**src/design/ucl_pkg.sv**
```systemverilog
// Shared types, codes and keyword tables for the UART command line controller.
`timescale 1ns / 1ps
package ucl_pkg;

  localparam int unsigned NKEY    = 6;
  localparam int unsigned KEY_PWM = 5;

  // Command codes held between the line parser and the mode logic.
  typedef enum logic [3:0] {
    CMD_NONE    = 4'd0,
    CMD_READ    = 4'd1,
    CMD_LEDON   = 4'd2,
    CMD_LEDOFF  = 4'd3,
    CMD_PWM     = 4'd4,
    CMD_LOGON   = 4'd5,
    CMD_LOGOFF  = 4'd6,
    CMD_UNKNOWN = 4'd7,
    CMD_PWMERR  = 4'd8
  } cmd_e;

  // Status codes reported with each result.
  typedef enum logic [2:0] {
    ST_NONE     = 3'd0,
    ST_OK       = 3'd1,
    ST_UNKNOWN  = 3'd2,
    ST_RANGE    = 3'd3,
    ST_OVERFLOW = 3'd4,
    ST_DEBUG    = 3'd5,
    ST_AUTO     = 3'd6
  } status_e;

  // Number parser phase, one-hot.
  typedef enum logic [2:0] {
    PH_BLANK = 3'b001,
    PH_DIGIT = 3'b010,
    PH_DONE  = 3'b100
  } phase_e;

  // Outcome of one received byte as seen by the line parser.
  typedef struct packed {
    logic       fin;
    logic       ovf;
    cmd_e       cmd;
    logic [6:0] duty;
  } line_res_t;

  // Effect of one command on the controller state.
  typedef struct packed {
    status_e status;
    logic    req;
    logic    led_we;
    logic    led_val;
    logic    log_we;
    logic    log_val;
    logic    pwm_we;
  } exec_t;

  // Keyword text in upper case, padded with NUL.
  localparam logic [7:0] KEY_CHAR [NKEY][8] = '{
    '{8'h52, 8'h45, 8'h41, 8'h44, 8'h00, 8'h00, 8'h00, 8'h00},
    '{8'h4C, 8'h45, 8'h44, 8'h20, 8'h4F, 8'h4E, 8'h00, 8'h00},
    '{8'h4C, 8'h45, 8'h44, 8'h20, 8'h4F, 8'h46, 8'h46, 8'h00},
    '{8'h4C, 8'h4F, 8'h47, 8'h20, 8'h4F, 8'h4E, 8'h00, 8'h00},
    '{8'h4C, 8'h4F, 8'h47, 8'h20, 8'h4F, 8'h46, 8'h46, 8'h00},
    '{8'h50, 8'h57, 8'h4D, 8'h20, 8'h00, 8'h00, 8'h00, 8'h00}
  };
  localparam logic [2:0] KEY_LEN [NKEY] = '{3'd4, 3'd6, 3'd7, 3'd6, 3'd7, 3'd4};
  localparam cmd_e KEY_CMD [NKEY] = '{CMD_READ, CMD_LEDON, CMD_LEDOFF,
                                      CMD_LOGON, CMD_LOGOFF, CMD_PWM};

  localparam logic [6:0] DUTY_MAX = 7'd100;
  localparam logic [6:0] DUTY_SAT = 7'd101;

  // floor(x / 100) = (x * RECIP_100) >> RECIP_SHIFT for any product up to 131071 * 100.
  localparam logic [23:0] RECIP_100   = 24'd10737419;
  localparam int unsigned RECIP_SHIFT = 30;

  // Translate a command into its effect on the controller state.
  function automatic exec_t exec_cmd(cmd_e cmd);
    exec_t e;
    e = '0;
    e.status = ST_NONE;
    unique case (cmd)
      CMD_READ: begin
        e.req = 1'b1;
      end
      CMD_LEDON: begin
        e.led_we = 1'b1; e.led_val = 1'b1; e.status = ST_OK;
      end
      CMD_LEDOFF: begin
        e.led_we = 1'b1; e.led_val = 1'b0; e.status = ST_OK;
      end
      CMD_PWM: begin
        e.pwm_we = 1'b1; e.status = ST_OK;
      end
      CMD_PWMERR: e.status = ST_RANGE;
      CMD_LOGON: begin
        e.log_we = 1'b1; e.log_val = 1'b1; e.status = ST_OK;
      end
      CMD_LOGOFF: begin
        e.log_we = 1'b1; e.log_val = 1'b0; e.status = ST_OK;
      end
      CMD_UNKNOWN: e.status = ST_UNKNOWN;
      default: e.status = ST_NONE;
    endcase
    return e;
  endfunction

endpackage

```
**src/design/ucl_line_parser.sv**
```systemverilog
// Line gathering, incremental keyword matching and PWM number parsing.
`timescale 1ns / 1ps
module ucl_line_parser import ucl_pkg::*; #(
  parameter int unsigned LINE_BYTES = 64
) (
  input  logic      clk_i,
  input  logic      rst_ni,
  input  logic      byte_en_i,
  input  logic [7:0] byte_i,
  output line_res_t res_o
);

  localparam int unsigned LW = $clog2(LINE_BYTES);

  logic [LW-1:0] len_q, len_d;
  logic [5:0]    cand_q, cand_d;
  phase_e        ph_q, ph_d;
  logic          neg_q, neg_d;
  logic [6:0]    val_q, val_d;
  logic          te_q, te_d;

  // Drop candidates that the text of the given length does not match in full.
  function automatic logic [5:0] settle(logic [5:0] cand, logic [LW-1:0] pos);
    logic [5:0] r;
    logic       keep;
    r = cand;
    for (int i = 0; i < NKEY; i++) begin
      if (i == KEY_PWM) keep = (pos >= LW'(4));
      else              keep = (pos == LW'(KEY_LEN[i]));
      if (!keep) r[i] = 1'b0;
    end
    return r;
  endfunction

  logic [7:0]  c;
  logic        is_eol, is_blank, is_digit;
  logic [10:0] val_x10;
  logic [5:0]  cand_s;
  logic        found;
  logic        fin_s, ovf_s;
  cmd_e        cmd_s;
  logic [6:0]  duty_s;

  always_comb begin
    c        = (byte_i >= 8'h61 && byte_i <= 8'h7A) ? byte_i - 8'd32 : byte_i;
    is_eol   = (byte_i == 8'h0D) || (byte_i == 8'h0A);
    is_blank = (c == 8'h20) || (c == 8'h09) || (c == 8'h0B) || (c == 8'h0C);
    is_digit = (c >= 8'h30) && (c <= 8'h39);
    val_x10  = {1'b0, val_q, 3'b000} + {3'b000, val_q, 1'b0} + {7'd0, c[3:0]};
  end

  // Classify the finished line: first live keyword in list order wins.
  always_comb begin
    cand_s = te_q ? cand_q : settle(cand_q, len_q);
    found  = 1'b0;
    cmd_s  = CMD_UNKNOWN;
    duty_s = '0;
    for (int i = 0; i < NKEY; i++) begin
      if (cand_s[i] && !found) begin
        found = 1'b1;
        if (i == KEY_PWM) begin
          if ((neg_q && val_q != '0) || val_q > DUTY_MAX) begin
            cmd_s = CMD_PWMERR;
          end else begin
            cmd_s  = CMD_PWM;
            duty_s = val_q;
          end
        end else begin
          cmd_s = KEY_CMD[i];
        end
      end
    end
  end

  // Next line state for one received byte.
  always_comb begin
    len_d  = len_q;
    cand_d = cand_q;
    ph_d   = ph_q;
    neg_d  = neg_q;
    val_d  = val_q;
    te_d   = te_q;
    fin_s  = 1'b0;
    ovf_s  = 1'b0;
    if (byte_en_i) begin
      priority if (is_eol) begin
        if (len_q != '0) begin
          fin_s = 1'b1;
          len_d = '0; cand_d = '1; ph_d = PH_BLANK; neg_d = 1'b0; val_d = '0; te_d = 1'b0;
        end
      end else if (len_q < LW'(LINE_BYTES - 1)) begin
        if (!te_q) begin
          if (c == 8'h00) begin
            cand_d = settle(cand_q, len_q);
            te_d   = 1'b1;
          end else begin
            for (int i = 0; i < NKEY; i++) begin
              if (!((len_q < LW'(KEY_LEN[i])) && (KEY_CHAR[i][len_q[2:0]] == c)) &&
                  !((i == KEY_PWM) && (len_q >= LW'(4)))) begin
                cand_d[i] = 1'b0;
              end
            end
            // atoi-style number after the PWM prefix
            if (cand_d[KEY_PWM] && len_q >= LW'(4)) begin
              priority if (ph_q == PH_BLANK && is_blank) begin
                ph_d = PH_BLANK;
              end else if (ph_q == PH_BLANK && c == 8'h2B) begin
                ph_d = PH_DIGIT;
              end else if (ph_q == PH_BLANK && c == 8'h2D) begin
                neg_d = 1'b1;
                ph_d  = PH_DIGIT;
              end else if (ph_q != PH_DONE) begin
                if (is_digit) begin
                  val_d = (val_x10 > 11'(DUTY_MAX)) ? DUTY_SAT : val_x10[6:0];
                  ph_d  = PH_DIGIT;
                end else begin
                  ph_d = PH_DONE;
                end
              end else begin
                ph_d = ph_q;
              end
            end
          end
        end
        len_d = len_q + 1'b1;
      end else begin
        ovf_s = 1'b1;
        len_d = '0; cand_d = '1; ph_d = PH_BLANK; neg_d = 1'b0; val_d = '0; te_d = 1'b0;
      end
    end
  end

  assign res_o = '{fin: fin_s, ovf: ovf_s, cmd: cmd_s, duty: duty_s};

  always_ff @(posedge clk_i or negedge rst_ni) begin
    if (!rst_ni) begin
      len_q  <= '0;
      cand_q <= '1;
      ph_q   <= PH_BLANK;
      neg_q  <= 1'b0;
      val_q  <= '0;
      te_q   <= 1'b0;
    end else begin
      len_q  <= len_d;
      cand_q <= cand_d;
      ph_q   <= ph_d;
      neg_q  <= neg_d;
      val_q  <= val_d;
      te_q   <= te_d;
    end
  end

endmodule

```
**src/design/ucl_pwm_scale.sv**
```systemverilog
// PWM compare register, loaded with period * duty / 100 by reciprocal multiply.
`timescale 1ns / 1ps
module ucl_pwm_scale import ucl_pkg::*; (
  input  logic        clk_i,
  input  logic        rst_ni,
  input  logic        load_i,
  input  logic [23:0] product_i,
  output logic [16:0] compare_o
);

  logic [47:0] scaled;
  logic [16:0] compare_q, compare_d;

  // Division by 100 as a multiply by a scaled reciprocal and a shift.
  always_comb begin
    scaled    = {24'd0, product_i} * {24'd0, RECIP_100};
    compare_d = load_i ? scaled[RECIP_SHIFT +: 17] : compare_q;
  end

  always_ff @(posedge clk_i or negedge rst_ni) begin
    if (!rst_ni) begin
      compare_q <= '0;
    end else begin
      compare_q <= compare_d;
    end
  end

  assign compare_o = compare_q;

endmodule

```
**src/design/uart_command_line_controller.sv**
```systemverilog
// Top level of the UART command line and mode controller.
//
// Input channel (in_valid_i / in_ready_o): func_i selects a received byte
// (rx_byte_i) or a one millisecond tick carrying button_level_i. Each transfer
// yields exactly one result on the output channel (out_valid_o / out_ready_i):
// echo, status, sensor request and a snapshot of LED, PWM compare, mode and
// logging after that item.
// State and the PWM product are latched at acceptance; the compare value is
// rescaled into its register as that item moves into the output register.
// Throughput is one item per cycle; the two-entry pipeline advances whenever
// the output register is empty or being taken, so a stalled receiver holds
// both stages and deasserts in_ready_o until the result is taken.
// Configuration registers (debounce, blink, log period, PWM period) are written
// via cfg_we_i / cfg_idx_i / cfg_data_i; the user must write them only while
// the block is idle; the block does not enforce this. Reset leaves autonomous
// mode, LED off, logging off, compare zero, empty line, registers at defaults.
`timescale 1ns / 1ps
module uart_command_line_controller import ucl_pkg::*; #(
  parameter int unsigned LINE_BYTES = 64,
  parameter int unsigned TICK_BITS  = 16
) (
  input  logic        clk_i,
  input  logic        rst_ni,
  input  logic        in_valid_i,
  output logic        in_ready_o,
  input  logic        func_i,
  input  logic [7:0]  rx_byte_i,
  input  logic        button_level_i,
  output logic        out_valid_o,
  input  logic        out_ready_i,
  output logic        echo_valid_o,
  output logic [7:0]  echo_byte_o,
  output logic [2:0]  status_o,
  output logic        sensor_request_o,
  output logic        led_level_o,
  output logic [16:0] pwm_compare_o,
  output logic        debug_mode_o,
  output logic        logging_on_o,
  input  logic        cfg_we_i,
  input  logic [1:0]  cfg_idx_i,
  input  logic [16:0] cfg_data_i
);

  localparam int unsigned CW = (TICK_BITS > 16) ? TICK_BITS : 16;

  localparam logic [1:0] REG_DEBOUNCE = 2'd0;
  localparam logic [1:0] REG_BLINK    = 2'd1;
  localparam logic [1:0] REG_LOG      = 2'd2;
  localparam logic [1:0] REG_PERIOD   = 2'd3;

  // Result fields carried through the pipeline.
  typedef struct packed {
    logic       ev;
    logic [7:0] eb;
    status_e    st;
    logic       req;
    logic       led;
    logic       dbg;
    logic       log;
  } res_t;

  logic [15:0] deb_cfg_q, blink_cfg_q, log_cfg_q;
  logic [16:0] period_q;

  logic       adv, acc;
  logic       s1_v_q, out_v_q;
  res_t       s1_q, s1_d, out_q;
  logic       s1_pwm_q, s1_pwm_d;
  logic [23:0] s1_prod_q, s1_prod_d;

  cmd_e       pend_cmd_q, pend_cmd_d;
  logic [6:0] pend_duty_q, pend_duty_d;
  logic       mode_q, mode_d, led_q, led_d, log_q, log_d;
  logic       last_q, last_d, stable_q, stable_d;
  logic [TICK_BITS-1:0] deb_q, deb_d, blink_q, blink_d, logc_q, logc_d;

  line_res_t  lres;
  exec_t      ex;
  logic [6:0] duty_sel;

  function automatic logic [TICK_BITS-1:0] sat_inc(logic [TICK_BITS-1:0] v);
    return (v == '1) ? v : v + 1'b1;
  endfunction

  // Pipeline control: both stages move together when the output is free.
  assign adv        = !out_v_q || out_ready_i;
  assign in_ready_o = adv;
  assign acc        = in_valid_i && adv;

  ucl_line_parser #(
    .LINE_BYTES(LINE_BYTES)
  ) u_parser (
    .clk_i    (clk_i),
    .rst_ni   (rst_ni),
    .byte_en_i(acc && !func_i),
    .byte_i   (rx_byte_i),
    .res_o    (lres)
  );

  // Mode, timers and command execution for one accepted item.
  always_comb begin
    pend_cmd_d  = pend_cmd_q;
    pend_duty_d = pend_duty_q;
    mode_d      = mode_q;
    led_d       = led_q;
    log_d       = log_q;
    last_d      = last_q;
    stable_d    = stable_q;
    deb_d       = deb_q;
    blink_d     = blink_q;
    logc_d      = logc_q;
    ex          = '0;
    duty_sel    = '0;
    s1_d        = '0;
    s1_d.st     = ST_NONE;
    if (acc) begin
      if (!func_i) begin
        s1_d.ev = 1'b1;
        s1_d.eb = rx_byte_i;
        if (lres.fin) begin
          if (mode_q) begin
            ex       = exec_cmd(lres.cmd);
            duty_sel = lres.duty;
            s1_d.st  = ex.status;
          end else begin
            pend_cmd_d  = lres.cmd;
            pend_duty_d = lres.duty;
          end
        end else if (lres.ovf) begin
          s1_d.st = ST_OVERFLOW;
        end
      end else begin
        blink_d = sat_inc(blink_q);
        logc_d  = sat_inc(logc_q);
        deb_d   = (button_level_i != last_q) ? '0 : sat_inc(deb_q);
        if (CW'(deb_d) > CW'(deb_cfg_q) && button_level_i != stable_q) begin
          stable_d = button_level_i;
          if (!button_level_i) begin
            if (!mode_q) begin
              mode_d  = 1'b1;
              s1_d.st = ST_DEBUG;
              if (pend_cmd_q != CMD_NONE) begin
                ex          = exec_cmd(pend_cmd_q);
                duty_sel    = pend_duty_q;
                pend_cmd_d  = CMD_NONE;
                pend_duty_d = '0;
              end
            end else begin
              mode_d  = 1'b0;
              log_d   = 1'b0;
              s1_d.st = ST_AUTO;
            end
          end
        end
        last_d = button_level_i;
      end
      // Apply the command effect before the periodic checks.
      if (ex.led_we) led_d = ex.led_val;
      if (ex.log_we) log_d = ex.log_val;
      s1_d.req = ex.req;
      if (func_i) begin
        if (!mode_d) begin
          if (CW'(blink_d) >= CW'(blink_cfg_q)) begin
            led_d   = ~led_d;
            blink_d = '0;
          end
        end else if (log_d && CW'(logc_d) >= CW'(log_cfg_q)) begin
          s1_d.req = 1'b1;
          logc_d   = '0;
        end
      end
    end
    s1_d.led  = led_d;
    s1_d.dbg  = mode_d;
    s1_d.log  = log_d;
    s1_pwm_d  = ex.pwm_we;
    s1_prod_d = 24'(period_q) * 24'(duty_sel);
  end

  // Controller state registers.
  always_ff @(posedge clk_i or negedge rst_ni) begin
    if (!rst_ni) begin
      pend_cmd_q  <= CMD_NONE;
      pend_duty_q <= '0;
      mode_q      <= 1'b0;
      led_q       <= 1'b0;
      log_q       <= 1'b0;
      last_q      <= 1'b1;
      stable_q    <= 1'b1;
      deb_q       <= '0;
      blink_q     <= '0;
      logc_q      <= '0;
    end else begin
      pend_cmd_q  <= pend_cmd_d;
      pend_duty_q <= pend_duty_d;
      mode_q      <= mode_d;
      led_q       <= led_d;
      log_q       <= log_d;
      last_q      <= last_d;
      stable_q    <= stable_d;
      deb_q       <= deb_d;
      blink_q     <= blink_d;
      logc_q      <= logc_d;
    end
  end

  // Configuration registers.
  always_ff @(posedge clk_i or negedge rst_ni) begin
    if (!rst_ni) begin
      deb_cfg_q   <= 16'd50;
      blink_cfg_q <= 16'd500;
      log_cfg_q   <= 16'd1000;
      period_q    <= 17'd65536;
    end else if (cfg_we_i) begin
      unique case (cfg_idx_i)
        REG_DEBOUNCE: deb_cfg_q   <= cfg_data_i[15:0];
        REG_BLINK:    blink_cfg_q <= cfg_data_i[15:0];
        REG_LOG:      log_cfg_q   <= cfg_data_i[15:0];
        REG_PERIOD:   period_q    <= cfg_data_i;
        default:      period_q    <= period_q;
      endcase
    end
  end

  // Pipeline valid flags.
  always_ff @(posedge clk_i or negedge rst_ni) begin
    if (!rst_ni) begin
      s1_v_q  <= 1'b0;
      out_v_q <= 1'b0;
    end else if (adv) begin
      s1_v_q  <= acc;
      out_v_q <= s1_v_q;
    end
  end

  // Pipeline payload.
  always_ff @(posedge clk_i) begin
    if (adv) begin
      s1_q      <= s1_d;
      s1_pwm_q  <= s1_pwm_d;
      s1_prod_q <= s1_prod_d;
      out_q     <= s1_q;
    end
  end

  ucl_pwm_scale u_pwm (
    .clk_i    (clk_i),
    .rst_ni   (rst_ni),
    .load_i   (adv && s1_v_q && s1_pwm_q),
    .product_i(s1_prod_q),
    .compare_o(pwm_compare_o)
  );

  assign out_valid_o      = out_v_q;
  assign echo_valid_o     = out_q.ev;
  assign echo_byte_o      = out_q.eb;
  assign status_o         = out_q.st;
  assign sensor_request_o = out_q.req;
  assign led_level_o      = out_q.led;
  assign debug_mode_o     = out_q.dbg;
  assign logging_on_o     = out_q.log;

  // Entering debug mode is reported only with debug mode set.
  a_debug_status: assert property (@(posedge clk_i) disable iff (!rst_ni)
    out_valid_o && status_o == ST_DEBUG |-> debug_mode_o)
    else $error("entered-debug status without debug mode");

  // Leaving debug mode also turns logging off.
  a_auto_status: assert property (@(posedge clk_i) disable iff (!rst_ni)
    out_valid_o && status_o == ST_AUTO |-> !debug_mode_o && !logging_on_o)
    else $error("autonomous status with debug or logging still on");

  // Logging is only ever enabled in debug mode.
  a_log_mode: assert property (@(posedge clk_i) disable iff (!rst_ni)
    out_valid_o |-> debug_mode_o || !logging_on_o)
    else $error("logging on in autonomous mode");

  // A tick never carries an echo.
  a_no_stall_loss: assert property (@(posedge clk_i) disable iff (!rst_ni)
    in_valid_i && in_ready_o && func_i |=> ##1 (!out_valid_o || !echo_valid_o ||
      !$past(out_ready_i)))
    else $error("tick result carries an echo");

endmodule

```
**config.mk**
```make
export PLATFORM = sky130hd
export DESIGN_NAME = uart_command_line_controller
export DESIGN_NICKNAME = d
export VERILOG_FILES = /design/src/design/ucl_pkg.sv /design/src/design/ucl_line_parser.sv /design/src/design/ucl_pwm_scale.sv /design/src/design/uart_command_line_controller.sv
export SDC_FILE = /design/constraint.sdc
export NUM_CORES = 1
export LEC_CHECK = 0
export BUFFER_PORTS_ARGS = -buffer_cell sky130_fd_sc_hd__buf_2
export CAP_MARGIN = 10
export CORE_UTILIZATION = 44
export CTS_CLUSTER_DIAMETER = 80
export DETAILED_ROUTE_END_ITERATION = 6
export GPL_ROUTABILITY_DRIVEN = 0
export MAX_ROUTING_LAYER = met4
export PLACE_DENSITY = 0.63
export SYNTH_ARGS = -nofsm -noshare
export SYNTH_HDL_FRONTEND = slang
export SYNTH_SLANG_ARGS = --single-unit
```
**constraint.sdc**
```tcl
create_clock -name clk_i -period 13.9 [get_ports clk_i]
set_clock_uncertainty 0.1 [all_clocks]
set_input_delay 1.39 -clock clk_i [delete_from_list [all_inputs] [get_ports clk_i]]
set_output_delay 1.39 -clock clk_i [all_outputs]
set_load 0.005 [all_outputs]
```
; Word level (Yosys, flattened, before mapping)
; Memory sizes are Yosys's and may differ from the RTL's.
; Index checks and enable logic that the tools add are counted.
[classes]
multipliers = 2
mux = 202
bitwise = 3
magnitude_cmp = 15
eq_ne = 66
reduce_logical = 65
add_sub_neg = 7
[ops]
columns = op, count
row1 = $mux W16, 14
row2 = $mux W7, 29
row3 = $mux W8, 13
row4 = $mux W6, 17
row5 = $mux W1, 91
row6 = $mux W3, 21
row7 = $add A16 B1 Y16 const B, 3
row8 = $eq A16 B16 Y1 const B, 3
row9 = $eq A8 B8 Y1, 6
row10 = $mul A24 B24 Y47 const B, 1
row11 = $eq A8 B4 Y1 const B, 5
row12 = $mux W4, 9
row13 = $ne A4 B3 Y1 const B, 9
row14 = $ge A16 B16 Y1, 2
row15 = $eq A4 B3 Y1 const B, 7
row16 = $logic_and A1 B1 Y1, 25
row17 = $reduce_and A5 Y1, 5
row18 = $eq A8 B6 Y1 const B, 3
row19 = $mul A17 B7 Y24, 1
row20 = $ne A3 B2 Y1 const B, 7
row21 = $eq A6 B3 Y1 const B, 3
row22 = $lt A6 B3 Y1 const B, 3
row23 = $eq A4 B2 Y1 const B, 4
row24 = $gt A16 B16 Y1, 1
row25 = other kinds (47), 78
[totals]
mem_bits_ro = 384
in_bits = 34
reg_bits = 229
out_inout_bits = 35
mem_count = 6
[mem_list]
columns = name, words, word_bits, rd, rd_clocked_by_memory_dff, wr, line_no
row1 = (no name shown), 8, 8, 1, 0, 0, ucl_line_parser.sv:98  ; if (!((len_q < LW'(KEY_LEN[i])) && (KEY_CHAR[i][len_q[2:0]] == c)) &&
row2 = (no name shown), 8, 8, 1, 0, 0, ucl_line_parser.sv:98
row3 = (no name shown), 8, 8, 1, 0, 0, ucl_line_parser.sv:98
row4 = (no name shown), 8, 8, 1, 0, 0, ucl_line_parser.sv:98
row5 = (no name shown), 8, 8, 1, 0, 0, ucl_line_parser.sv:98
row6 = (no name shown), 8, 8, 1, 0, 0, ucl_line_parser.sv:98

; Depth between registers and ports, before layout
; Gate-level depths: netlist of the first run.
[logic_depth]
word_depth = 32
ltp_mapped = 39
mapped_depth_nobuf = 38

; Cells and area by module
; From an unflattened synthesis of the first run, not the netlist that was laid out.
[unflattened]
cells_unflattened = 2840
hier_area_um2 = 27472.6
[modules_own_cells]
columns = mod, cells_per_inst, area_per_inst_um2, seq_area_each_um2, instances
row1 = uart_command_line_controller, 1325, 13342.8, 5012.3, 1
row2 = ucl_pwm_scale, 1174, 11439.7, 425.4, 1
row3 = ucl_line_parser, 341, 2690.1, 609.3, 1

; Worst setup path before layout of the first run
; No wires, ideal clock.
[synth_path]
path_type = input to register
from = input port out_ready_i
to = register s1_prod_q[20] (data pin)
path_slack_ps = 4621
path_stages = 26
path_buffers = 3
arrival_ps = 8919
path_cell_list = nand2b_1 clkbuf_1 nand3b_1 or4_1 clkbuf_1 nor2_1 a22o_1 clkbuf_1 and2_1 fa_1 fa_1 fa_1 inv_1 fa_1 inv_1 ha_1 or2_2 a21oi_1 inv_1 nand3_1 a31oi_1 o41ai_1 nor2b_1 o21ai_0 nand2b_1 xor2_1
[synth_between]
elab_chain_len = 8
[synth_lines]
columns = item, line_no
row1 = start: declaration, uart_command_line_controller.sv:30  ; input logic out_ready_i,
row2 = $logic_or A1 B1 Y1 *, uart_command_line_controller.sv:86  ; assign adv = !out_v_q || out_ready_i;
row3 = via in_ready_o, uart_command_line_controller.sv:25  ; output logic in_ready_o,
row4 = $logic_and A1 B1 Y1 *, uart_command_line_controller.sv:88  ; assign acc = in_valid_i && adv;
row5 = $logic_and A1 B1 Y1, uart_command_line_controller.sv:95  ; .byte_en_i(acc && !func_i),
row6 = $mux W1, ucl_line_parser.sv:85  ; if (byte_en_i) begin
row7 = $mux W7, uart_command_line_controller.sv:120  ; if (lres.fin) begin
row8 = $mux W7, uart_command_line_controller.sv:117  ; if (!func_i) begin
row9 = $mux W7 *, uart_command_line_controller.sv:116  ; if (acc) begin
row10 = $mul A17 B7 Y24 *, uart_command_line_controller.sv:177  ; s1_prod_d = 24'(period_q) * 24'(duty_sel);
row11 = via s1_prod_d[20], uart_command_line_controller.sv:69  ; logic [23:0] s1_prod_q, s1_prod_d;
row12 = end signal: assignment, uart_command_line_controller.sv:241  ; s1_prod_q <= s1_prod_d;
row13 = end: declaration, uart_command_line_controller.sv:69
; Mark *: on every way through the listed nets, which the timed path passes. The rest lies on a longest branch.
; A chain may end at the register's enable or synchronous reset.

; Worst setup path after layout of the first run
[layout_path]
from = register deb_q[3]
to = register s1_prod_q[22] (data pin)
[layout_between]
elab_chain_len = 9
[layout_lines]
columns = item, line_no
row1 = start: declaration, uart_command_line_controller.sv:75  ; logic [TICK_BITS-1:0] deb_q, deb_d, blink_q, blink_d, logc_q, logc_d;
row2 = start signal: assignment, uart_command_line_controller.sv:190  ; deb_q <= '0;
row3 = start signal: assignment, uart_command_line_controller.sv:201  ; deb_q <= deb_d;
row4 = $add A16 B1 Y16 or $eq A16 B16 Y1 (tied branches), uart_command_line_controller.sv:82  ; return (v == '1) ? v : v + 1'b1;
row5 = $mux W16 *, uart_command_line_controller.sv:82
row6 = $mux W16 *, uart_command_line_controller.sv:135  ; deb_d = (button_level_i != last_q) ? '0 : sat_inc(deb_q);
row7 = $gt A16 B16 Y1 *, uart_command_line_controller.sv:136  ; if (CW'(deb_d) > CW'(deb_cfg_q) && button_level_i != stable_q) begin
row8 = $logic_and A1 B1 Y1 *, uart_command_line_controller.sv:136
row9 = $mux W7 *, uart_command_line_controller.sv:136
row10 = $mux W7 *, uart_command_line_controller.sv:117
row11 = $mux W7 *, uart_command_line_controller.sv:116
row12 = $mul A17 B7 Y24 *, uart_command_line_controller.sv:177
row13 = via s1_prod_d[22], uart_command_line_controller.sv:69
; Marked as above.

==> impl_metrics.env, run 1 <==
export IMPL_num_io_pins=69
export IMPL_antenna_found_initial=0
export IMPL_worst_hold_path_endpoint="echo_byte_o[0]$_DFFE_PN_"
export IMPL_fmax_mhz=99.2
export IMPL_r2r_end="s1_prod_q[22]$_DFFE_PN_"
export IMPL_nets=3361
export IMPL_grt_pass1_wl_um=99100
export IMPL_power_mw=4.97
export IMPL_numPortBuffers=68
export IMPL_critPathLaunchType="flop"
export IMPL_multi_input_area_um2=18000
export IMPL_place_hpwl_um=48000
export IMPL_grt_max_degree=101
export IMPL_ys_seq_area_share_pct=23.3
export IMPL_detail_route_antenna_nets=0
export IMPL_crit_path_end_kind="flop"
export IMPL_cts_root_buffer="clkbuf_16"
export IMPL_required_ps=14100
export IMPL_avgSynthCellArea_um2=10.0
export IMPL_synth_top_family_by_area="adder cells"
export IMPL_crit_top_cell="fa_1"
export IMPL_cts_resized=0
export IMPL_slew_headroom_pct=20.6
export IMPL_synth_area_leaders="fa_1, ha_1, dfrtp_1, inv_1, edfxtp_1"
export IMPL_cts_tree="yes"
export IMPL_ctsHtreeMaxLevel=1
export IMPL_nFillCells=5245
export IMPL_yosysWarnings=0
export IMPL_rows=88
export IMPL_drv_cap=0
export IMPL_reg2reg_depth=35
export IMPL_fin_area_um2=28000
export IMPL_hold_buffers=0
export IMPL_async_flop_share_pct=75.1
export IMPL_cts_buffers=26
export IMPL_cts_path_max_buffers=3
export IMPL_largest_reg_flops=24
export IMPL_num_antenna_cells=0
export IMPL_syn_nets=3311
export IMPL_yosys_area_share_adder_pct=41.9
export IMPL_synth_edf_count=57
export IMPL_grt_pass1_vias=18836
export IMPL_via_count=18308
export IMPL_synth_xor_area_share_pct=3.24
export IMPL_muxShareOfSynthArea_pct=2.98
export IMPL_fin_cells=3423
export IMPL_critPathKind="flop to flop"
export IMPL_placed_cells=3374
export IMPL_wirelength_um=60300
export IMPL_synth_ff_type="dfrtp_1"
export IMPL_setup_viol=0
export IMPL_synth_cells=2588
export IMPL_slew_viol_final=0
export IMPL_hold_depth=0
export IMPL_overflow=0
export IMPL_fin_tns_setup_ps=0
export IMPL_grtUsageTotal_pct=21.2
export IMPL_vias_per_cell=5.35
export IMPL_rrSetupSlack_ps=3820
export IMPL_hold_path_class="flop to flop"
export IMPL_netlist_area_um2=26000
export IMPL_placedInstanceArea_um2=27100
export IMPL_drt_first_pass_iters=5
export IMPL_fp_dieH_um=245
export IMPL_synth_compound_area_share_pct=9.10
export IMPL_core_um2=58000
export IMPL_postLayoutCoreUtil_pct=48.3
export IMPL_period_share_pct=72.5
export IMPL_hold_viol=0
export IMPL_regMostFlops="s1_prod_q"
export IMPL_startpoint="deb_q[3]$_DFFE_PN0P_"
export IMPL_power_leakage_nw=14.4
export IMPL_tightest_slew_ps=1190
export IMPL_post_cts_buffers=0
export IMPL_drc=0
export IMPL_clk_latency_ps=570
export IMPL_syn2layout_area_growth_pct=7.97
export IMPL_cp_slowest_cell="nor4_1"
export IMPL_yosys_area_share_simple_pct=12.0
export IMPL_synth_largest_area_cell="fa_1"
export IMPL_path_clk_slew_ps=60
export IMPL_critPathMaxStageDelay_ps=740
export IMPL_cts_sinks=229
export IMPL_status="completed"
export IMPL_die_area_um2=60000
export IMPL_ys_ff_latch=229
export IMPL_hp_start="s1_q[7]$_SDFFCE_PN0N_"
export IMPL_detail_route_wl_per_cell_um=17.6
export IMPL_crit_arrival_ps=10280
export IMPL_p_per_area_nw_per_um2=177
export IMPL_fin_crit_ps=10080
export IMPL_peakVddDrop_mv=0.202
export IMPL_die_w_um=245
export IMPL_synth_top_area_share_pct=23.1
export IMPL_floorplan_initialDensity_pct=44.7
export IMPL_synth_distinct_cells=84
export IMPL_register_area_um2=6050
export IMPL_crit_fanout=17
export IMPL_rsz0062_at_grt="no"
export IMPL_reg2reg_from="deb_q[3]$_DFFE_PN0P_"
export IMPL_drive_above_1_share_pct=8.54
export IMPL_first_iter_violations=972
[worst max path at each step]
stage                              end  cells after the start
6_report       s1_prod_q[22]$_DFFE_PN_                     35
5_1_grt        s1_prod_q[23]$_DFFE_PN_                     36
4_1_cts        s1_prod_q[22]$_DFFE_PN_                     35
3_5_place_dp   s1_prod_q[22]$_DFFE_PN_                     30
3_3_place_gp   s1_prod_q[22]$_DFFE_PN_                     30
2_1_floorplan  s1_prod_q[20]$_DFFE_PN_                     26
[worst max-delay path: cells and delay by family (launching register included)]
kind / cells / cell delay [ps]
AO/OA/AOI/OAI: 12 / 2680
XOR/XNOR: 2 / 300
adder cells (fa/ha/maj): 6 / 2750
buffers and inverters: 3 / 150
flip-flops: 1 / 450
AND/OR/NAND/NOR: 12 / 3380
[per-stage QoR]
step	hold slack [ps]	worst slack (ps)
floorplan	300	4620
global placement	301	3810
detailed placement	306	3660
CTS	321	3860
global route	328	3150
finish	319	3820
[cell families after synthesis]
| logic type | count (synthesis) |
|---|---|
| XOR/XNOR | 96 |
| AND/OR/NAND/NOR | 620 |
| buffers and inverters | 519 |
| AO/OA/AOI/OAI | 365 |
| adder cells (fa/ha/maj) | 689 |
| multiplexers | 70 |
| flip-flops | 229 |
[layout make-up]
class,instances,share of cell area (%)
clock inverters,19,0.817
multi-input cells,1840,64.1
inverters,467,6.25
flip-flops and latches,229,21.6
well taps,765,3.41
repair buffers,74,1.39
clock buffers,29,2.43
[cells in the mapped netlist (33+ instances only)]
master,instances
dfrtp_1,147
nor2_1,97
and2_1,94
a21oi_1,64
ha_1,389
xnor2_1,57
nand3_1,46
fa_1,300
nand2_1,210
xor2_1,39
inv_1,466
o21ai_0,128
edfxtp_1,57
clkbuf_1,46
mux2_2,59
nor3_1,33
[cell usage in the layout (no fill, tap or decap), drive strengths merged, types with 65 or more instances in the layout]
| cell type | netlist | routed |
|---|---|---|
| ha | 389 | 389 |
| fa | 300 | 300 |
| a21oi | 65 | 65 |
| nand2 | 210 | 210 |
| inv | 466 | 467 |
| nor2 | 98 | 98 |
| dfrtp | 147 | 147 |
| buf | 6 | 73 |
| and2 | 94 | 94 |
| o21ai | 133 | 133 |
[routing by layer]
metal	track usage (%)	wire [um]	up-vias
li1	-	-	8667
met1	28.2	27200	9220
met2	34.9	29400	339
met3	2.03	2220	82
met4	5.42	1520	0
met5	-	0	-
[where the power goes]
group	internal (mW)	switching, mW
Sequential	0.817	0.143
Combinational	1.40	1.88
Clock	0.431	0.299
Total	2.64	2.32
Note: power is estimated with default switching activity, not from simulation.
==> inputs of run 2 (changes only) <==
- PLACE_DENSITY: 0.63 -> 0.65
- clock period: 13.9 -> 8.5 ns (I/O delays scaled with it)
==> run 2 against run 1 <==
Against the previous run: final cell count is 2.0% higher; final area increased by 2.4%; count of clock-buffer cells in the layout rose by 4; flip-flop and latch count is the same; first-iteration DRC count is 1.0% lower; via count is 2.0% higher; sequential share of layout area decreased by 0.50 points; largest cell class unchanged; highest routed layer unchanged.
==> impl_metrics.env, run 2 (same netlist as run 1, synthesis figures left out) <==
export IMPL_period_share_pct=96.0
export IMPL_power_mw=8.10
export IMPL_reg2reg_depth=36
export IMPL_required_ps=8700
export IMPL_grtUsageTotal_pct=21.6
export IMPL_nets=3429
export IMPL_layout_common_cells="inv_1, ha_1, fa_1, nand2_1, dfrtp_1"
export IMPL_die_area_um2=60000
export IMPL_dp_slack_ps=-421
export IMPL_rsz0062_at_grt="yes"
export IMPL_final_common_cell="inv_1"
export IMPL_path_clk_slew_ps=70
export IMPL_grt_max_degree=111
export IMPL_wirelength_um=61300
export IMPL_cp_slowest_cell="fa_1"
export IMPL_power_leakage_nw=14.8
export IMPL_cts_tree="yes"
export IMPL_crit_family="adder cells"
export IMPL_hold_viol=0
export IMPL_cts_root_buffer="clkbuf_16"
export IMPL_critPathLaunchType="flop"
export IMPL_detail_route_wl_per_cell_um=17.5
export IMPL_slew_viol_final=0
export IMPL_drc=0
export IMPL_tightest_slew_ps=1080
export IMPL_core_um2=58000
export IMPL_hold_buffers=0
export IMPL_fp_dieH_um=245
export IMPL_peakVddDrop_mv=0.322
export IMPL_antenna_found_initial=0
export IMPL_critPathKind="flop to flop"
export IMPL_overflow=0
export IMPL_worst_slack_ps=343
export IMPL_cts_path_max_buffers=3
export IMPL_largest_reg_flops=24
export IMPL_crit_path_end_kind="flop"
export IMPL_fmax_mhz=123
export IMPL_slew_headroom_pct=27.7
export IMPL_status="completed"
export IMPL_drv_cap=0
export IMPL_die_w_um=245
export IMPL_syn2layout_area_growth_pct=10.6
export IMPL_grt_pass1_vias=19683
export IMPL_crit_buf_inv=6
export IMPL_crit_fanout=6
export IMPL_vias_per_cell=5.35
export IMPL_rows=88
export IMPL_fin_crit_ps=8160
export IMPL_num_io_pins=69
export IMPL_rrSetupSlack_ps=340
export IMPL_via_count=18678
export IMPL_first_iter_violations=962
export IMPL_regMostFlops="s1_prod_q"
export IMPL_hold_path_class="input pin to asynchronous set/reset pin"
export IMPL_grt_pass1_wl_um=101000
export IMPL_postLayoutCoreUtil_pct=49.5
export IMPL_drive_above_1_share_pct=12.0
export IMPL_nFillCells=5274
export IMPL_ctsHtreeMaxLevel=1
export IMPL_floorplan_initialDensity_pct=44.7
export IMPL_clk_latency_ps=560
export IMPL_cp_depth=36
export IMPL_cts_sinks=229
export IMPL_critPathMaxStageDelay_ps=540
export IMPL_drt_first_pass_iters=5
export IMPL_place_hpwl_um=48700
export IMPL_detail_route_antenna_nets=0
export IMPL_crit_arrival_ps=8350
export IMPL_p_per_area_nw_per_um2=282
export IMPL_numPortBuffers=68
export IMPL_setup_viol=0
export IMPL_cts_buffers=26
==> run 2: changes by cell type in the layout (fill, tap and decap cells not counted), sizes merged <==
cell	previous run	this run
inv	467	472
clkbuf	30	33
clkinv	13	8
a22o	20	21
bufinv	4	0
buf	73	141
diode	0	2
==> run 2: worst reg2reg max path, delay by kind of cell, from the launching register on <==
kind,cells,cell delay [ps]
DFF,1,410
buffers and inverters,6,760
adders and majority gates,6,2670
and+or+nand+nor,9,1350
AOI/OAI and AO/OA,13,2360
xor gates and xnor gates,2,230
==> run 2: area by class of cell <==
| cell class | count | area, um^2 | share of cell area, % |
|---|---|---|---|
| multi-input combinational | 1841 | 18200 | 63.4 |
| clock buffer | 33 | 717 | 2.50 |
| inverter | 467 | 1750 | 6.11 |
| tap | 765 | 957 | 3.33 |
| timing repair buffer | 141 | 905 | 3.15 |
| antenna | 2 | 5.00 | 0.0174 |
| sequential | 229 | 6050 | 21.1 |
| clock inverter | 15 | 113 | 0.392 |
==> run 2: repair_timing <==
item | 4_1_cts | 5_1_grt
pin swaps | 4 | 10
buffers inserted | 5 | 4
gates cloned | 0 | 1
gates resized for setup | 11 | 36
endpoints found under the setup margin | 7 | 8
==> run 2: report_power, final <==
| part | total (mW) | switching [mW] | internal, mW |
|---|---|---|---|
| Sequential | 1.56 | 0.220 | 1.34 |
| Clock | 1.10 | 0.490 | 0.606 |
| Combinational | 5.45 | 3.14 | 2.32 |
| Total | 8.10 | 3.85 | 4.26 |
==> run 2: per-layer routing <==
layer	vias to the layer above	part of all wire [%]	wire [um]	GRT usage, %
met2	393	50	30400	36.2
met1	9353	44	26900	27.5
li1	8833	-	-	-
met4	0	2.4	1490	5.59
met3	99	4.1	2540	2.71
met5	-	0	0	-
==> run 2: path summary, 6_finish.rpt <==
path / startpoint / to
max: deb_q[11]$_DFFE_PN0P_ / s1_prod_q[22]$_DFFE_PN_
min: rst_ni / blink_q[9]$_DFFE_PN0P_
max reg2reg: deb_q[11]$_DFFE_PN0P_ / s1_prod_q[22]$_DFFE_PN_
min reg2reg: s1_q[7]$_SDFFCE_PN0N_ / echo_byte_o[0]$_DFFE_PN_
max in group asynchronous: rst_ni / u_pwm.compare_o[0]$_DFFE_PN0P_
min in group clk_i: s1_q[7]$_SDFFCE_PN0N_ / echo_byte_o[0]$_DFFE_PN_
==> run 2: metrics by stage <==
step	cells	setup TNS, ps	cell area (um^2)	hold WS, ps
CTS	3486	0	28500	315
floorplan	2588	0	26000	300
detailed placement	3433	-1460	27600	305
global placement	3433	-368	27600	303
global route	3491	-137	28700	330
finish	3493	0	28700	287
==> inputs of run 3 (changes only) <==
- CELL_PAD_IN_SITES_DETAIL_PLACEMENT: default -> 2
- CELL_PAD_IN_SITES_GLOBAL_PLACEMENT: default -> 2
- CORE_UTILIZATION: 44 -> 39
- CTS_CLUSTER_DIAMETER: 80 -> 100
- PLACE_DENSITY: 0.65 -> 0.82
- REMOVE_ABC_BUFFERS: default -> 1
==> run 3 against run 2 <==
Against the previous run: critical path depth is the same; the flow now finishes with violations (setup timing); utilization shrank 4.5 points; highest routed layer unchanged; sequential share of layout area shrank 0.65 points; register-to-register slack got worse by 890 ps; final cell count is 4.0% higher; flip-flop and latch count stayed put; wire length increased by 83%.
==> impl_metrics.env, run 3 (same netlist as run 1, synthesis figures left out) <==
export IMPL_fmax_mhz=111
export IMPL_period_share_pct=106
export IMPL_worst_slack_ps=-545
export IMPL_required_ps=8730
export IMPL_numPortBuffers=68
export IMPL_cts_sinks=229
export IMPL_fin_cells=3632
export IMPL_via_count=21547
export IMPL_layout_common_cells="inv_1, ha_1, fa_1, nand2_1, dfrtp_1"
export IMPL_grt_pass1_wl_um=157000
export IMPL_power_leakage_nw=15.0
export IMPL_tightest_slew_ps=1310
export IMPL_placedInstanceArea_um2=27900
export IMPL_cp_slowest_cell="fa_1"
export IMPL_die_area_um2=67600
export IMPL_slew_headroom_pct=12.4
export IMPL_fp_dieH_um=260
export IMPL_slew_viol_final=0
export IMPL_ctsHtreeMaxLevel=1
export IMPL_crit_top_cell="fa_1"
export IMPL_fin_area_um2=29600
export IMPL_violations="setup timing"
export IMPL_rsz0062_at_grt="yes"
export IMPL_dp_slack_ps=-547
export IMPL_cts_tree="yes"
export IMPL_cts_root_buffer="clkbuf_16"
export IMPL_drc=0
export IMPL_wirelength_um=112000
export IMPL_grtUsageTotal_pct=31.8
export IMPL_hold_path_class="input pin to asynchronous set/reset pin"
export IMPL_regMostFlops="s1_prod_q"
export IMPL_critPathLaunchType="flop"
export IMPL_setup_viol=11
export IMPL_antenna_found_initial=1
export IMPL_crit_arrival_ps=9270
export IMPL_syn2layout_area_growth_pct=14.0
export IMPL_drv_cap=0
export IMPL_hold_buffers=0
export IMPL_critPathMaxStageDelay_ps=550
export IMPL_crit_fanout=9
export IMPL_rows=94
export IMPL_drt_first_pass_iters=5
export IMPL_power_mw=9.60
export IMPL_hold_viol=0
export IMPL_nets=3470
export IMPL_drive_above_1_share_pct=15.8
export IMPL_final_common_cell="inv_1"
export IMPL_critPathKind="flop to flop"
export IMPL_status="finished, violations left"
export IMPL_first_iter_violations=1244
export IMPL_floorplan_initialDensity_pct=39.4
export IMPL_overflow=0
export IMPL_detail_route_wl_per_cell_um=30.9
export IMPL_placed_cells=3559
export IMPL_die_w_um=260
export IMPL_p_per_area_nw_per_um2=324
export IMPL_cts_buffers=26
export IMPL_place_hpwl_um=69400
export IMPL_path_clk_slew_ps=90
export IMPL_fin_crit_ps=9040
export IMPL_vias_per_cell=5.93
export IMPL_grt_max_degree=66
export IMPL_num_io_pins=69
export IMPL_largest_reg_flops=24
export IMPL_core_um2=65900
export IMPL_peakVddDrop_mv=0.260
export IMPL_crit_path_end_kind="flop"
export IMPL_detail_route_antenna_nets=0
export IMPL_clk_latency_ps=610
export IMPL_cts_path_max_buffers=3
export IMPL_grt_pass1_vias=24990
-- run 3: cell types whose count changed in the layout (fill, tap and decap cells not counted), sizes merged --
| cell | delta |
|---|---|
| clkinv | -3 |
| a22o | -1 |
| buf | +42 |
| clkbuf | +4 |
| bufinv | +4 |
| diode | -1 |
| inv | -3 |
| clkinvlp | -2 |
-- run 3: worst max-delay path: cells and delay by family (launching register included) --
| family | cells | cell delay (ps) |
|---|---|---|
| XOR/XNOR | 2 | 540 |
| AO/OA/AOI/OAI | 9 | 1780 |
| flip-flops | 1 | 400 |
| buffers and inverters | 7 | 990 |
| adder cells (fa/ha/maj) | 6 | 2700 |
| AND/OR/NAND/NOR | 12 | 2210 |
-- run 3: metrics by stage --
stage	hold slack (ps)	util, %	TNS, ps
after floorplan	300	-	-2260
after global placement	301	42.4	-202
final	82.9	44.9	-3150
after CTS	101	44.4	0
after detailed placement	306	42.4	-2690
after global routing	135	44.9	-4260
-- run 3: layer usage --
metal	routed length [um]	vias up	global-route usage [%]
met3	4780	511	3.72
met2	58400	898	58.0
met5	0	-	-
li1	-	8900	-
met4	8650	0	17.3
met1	40400	11238	33.3
-- run 3: timing repair --
| action | 4_1_cts | 5_1_grt |
|---|---|---|
| pin swaps | 60 | 83 |
| buffers inserted | 13 | 16 |
| endpoints found under the setup margin | 15 | 14 |
| gates cloned | 0 | 0 |
| resized for setup | 72 | 67 |
-- run 3: cell type report --
class / count / area (um^2)
Antenna cell: 1 / 2.50
Clock buffer: 37 / 733
Clock inverter: 11 / 173
Fill cell: 6824 / 36300
Inverter: 467 / 1750
Multi-Input combinational cell: 1840 / 18600
Sequential cell: 229 / 6050
Tap cell: 864 / 1080
Timing Repair Buffer: 183 / 1240
-- run 3: path summary, 6_finish.rpt --
kind | slack [ps] | from | endpoint | cells after the start
hold reg to reg | 320 | s1_q[1]$_DFFE_PN_ | debug_mode_o$_DFFE_PN_ | 0
max in group asynchronous | 6810 | rst_ni | led_q$_DFF_PN0_ | 2
setup reg to reg | -540 | deb_q[8]$_DFFE_PN0P_ | s1_prod_q[20]$_DFFE_PN_ | 36
hold / removal | 80 | rst_ni | blink_cfg_q[1]$_DFFE_PN0P_ | 1
setup / recovery | -540 | deb_q[8]$_DFFE_PN0P_ | s1_prod_q[20]$_DFFE_PN_ | 36
min in group clk_i | 320 | s1_q[1]$_DFFE_PN_ | debug_mode_o$_DFFE_PN_ | 0
-- run 3: report_power, final --
part,internal (mW),switching [mW]
combinational,2.59,4.11
sequential,1.33,0.281
clock,0.726,0.558
total,4.65,4.95
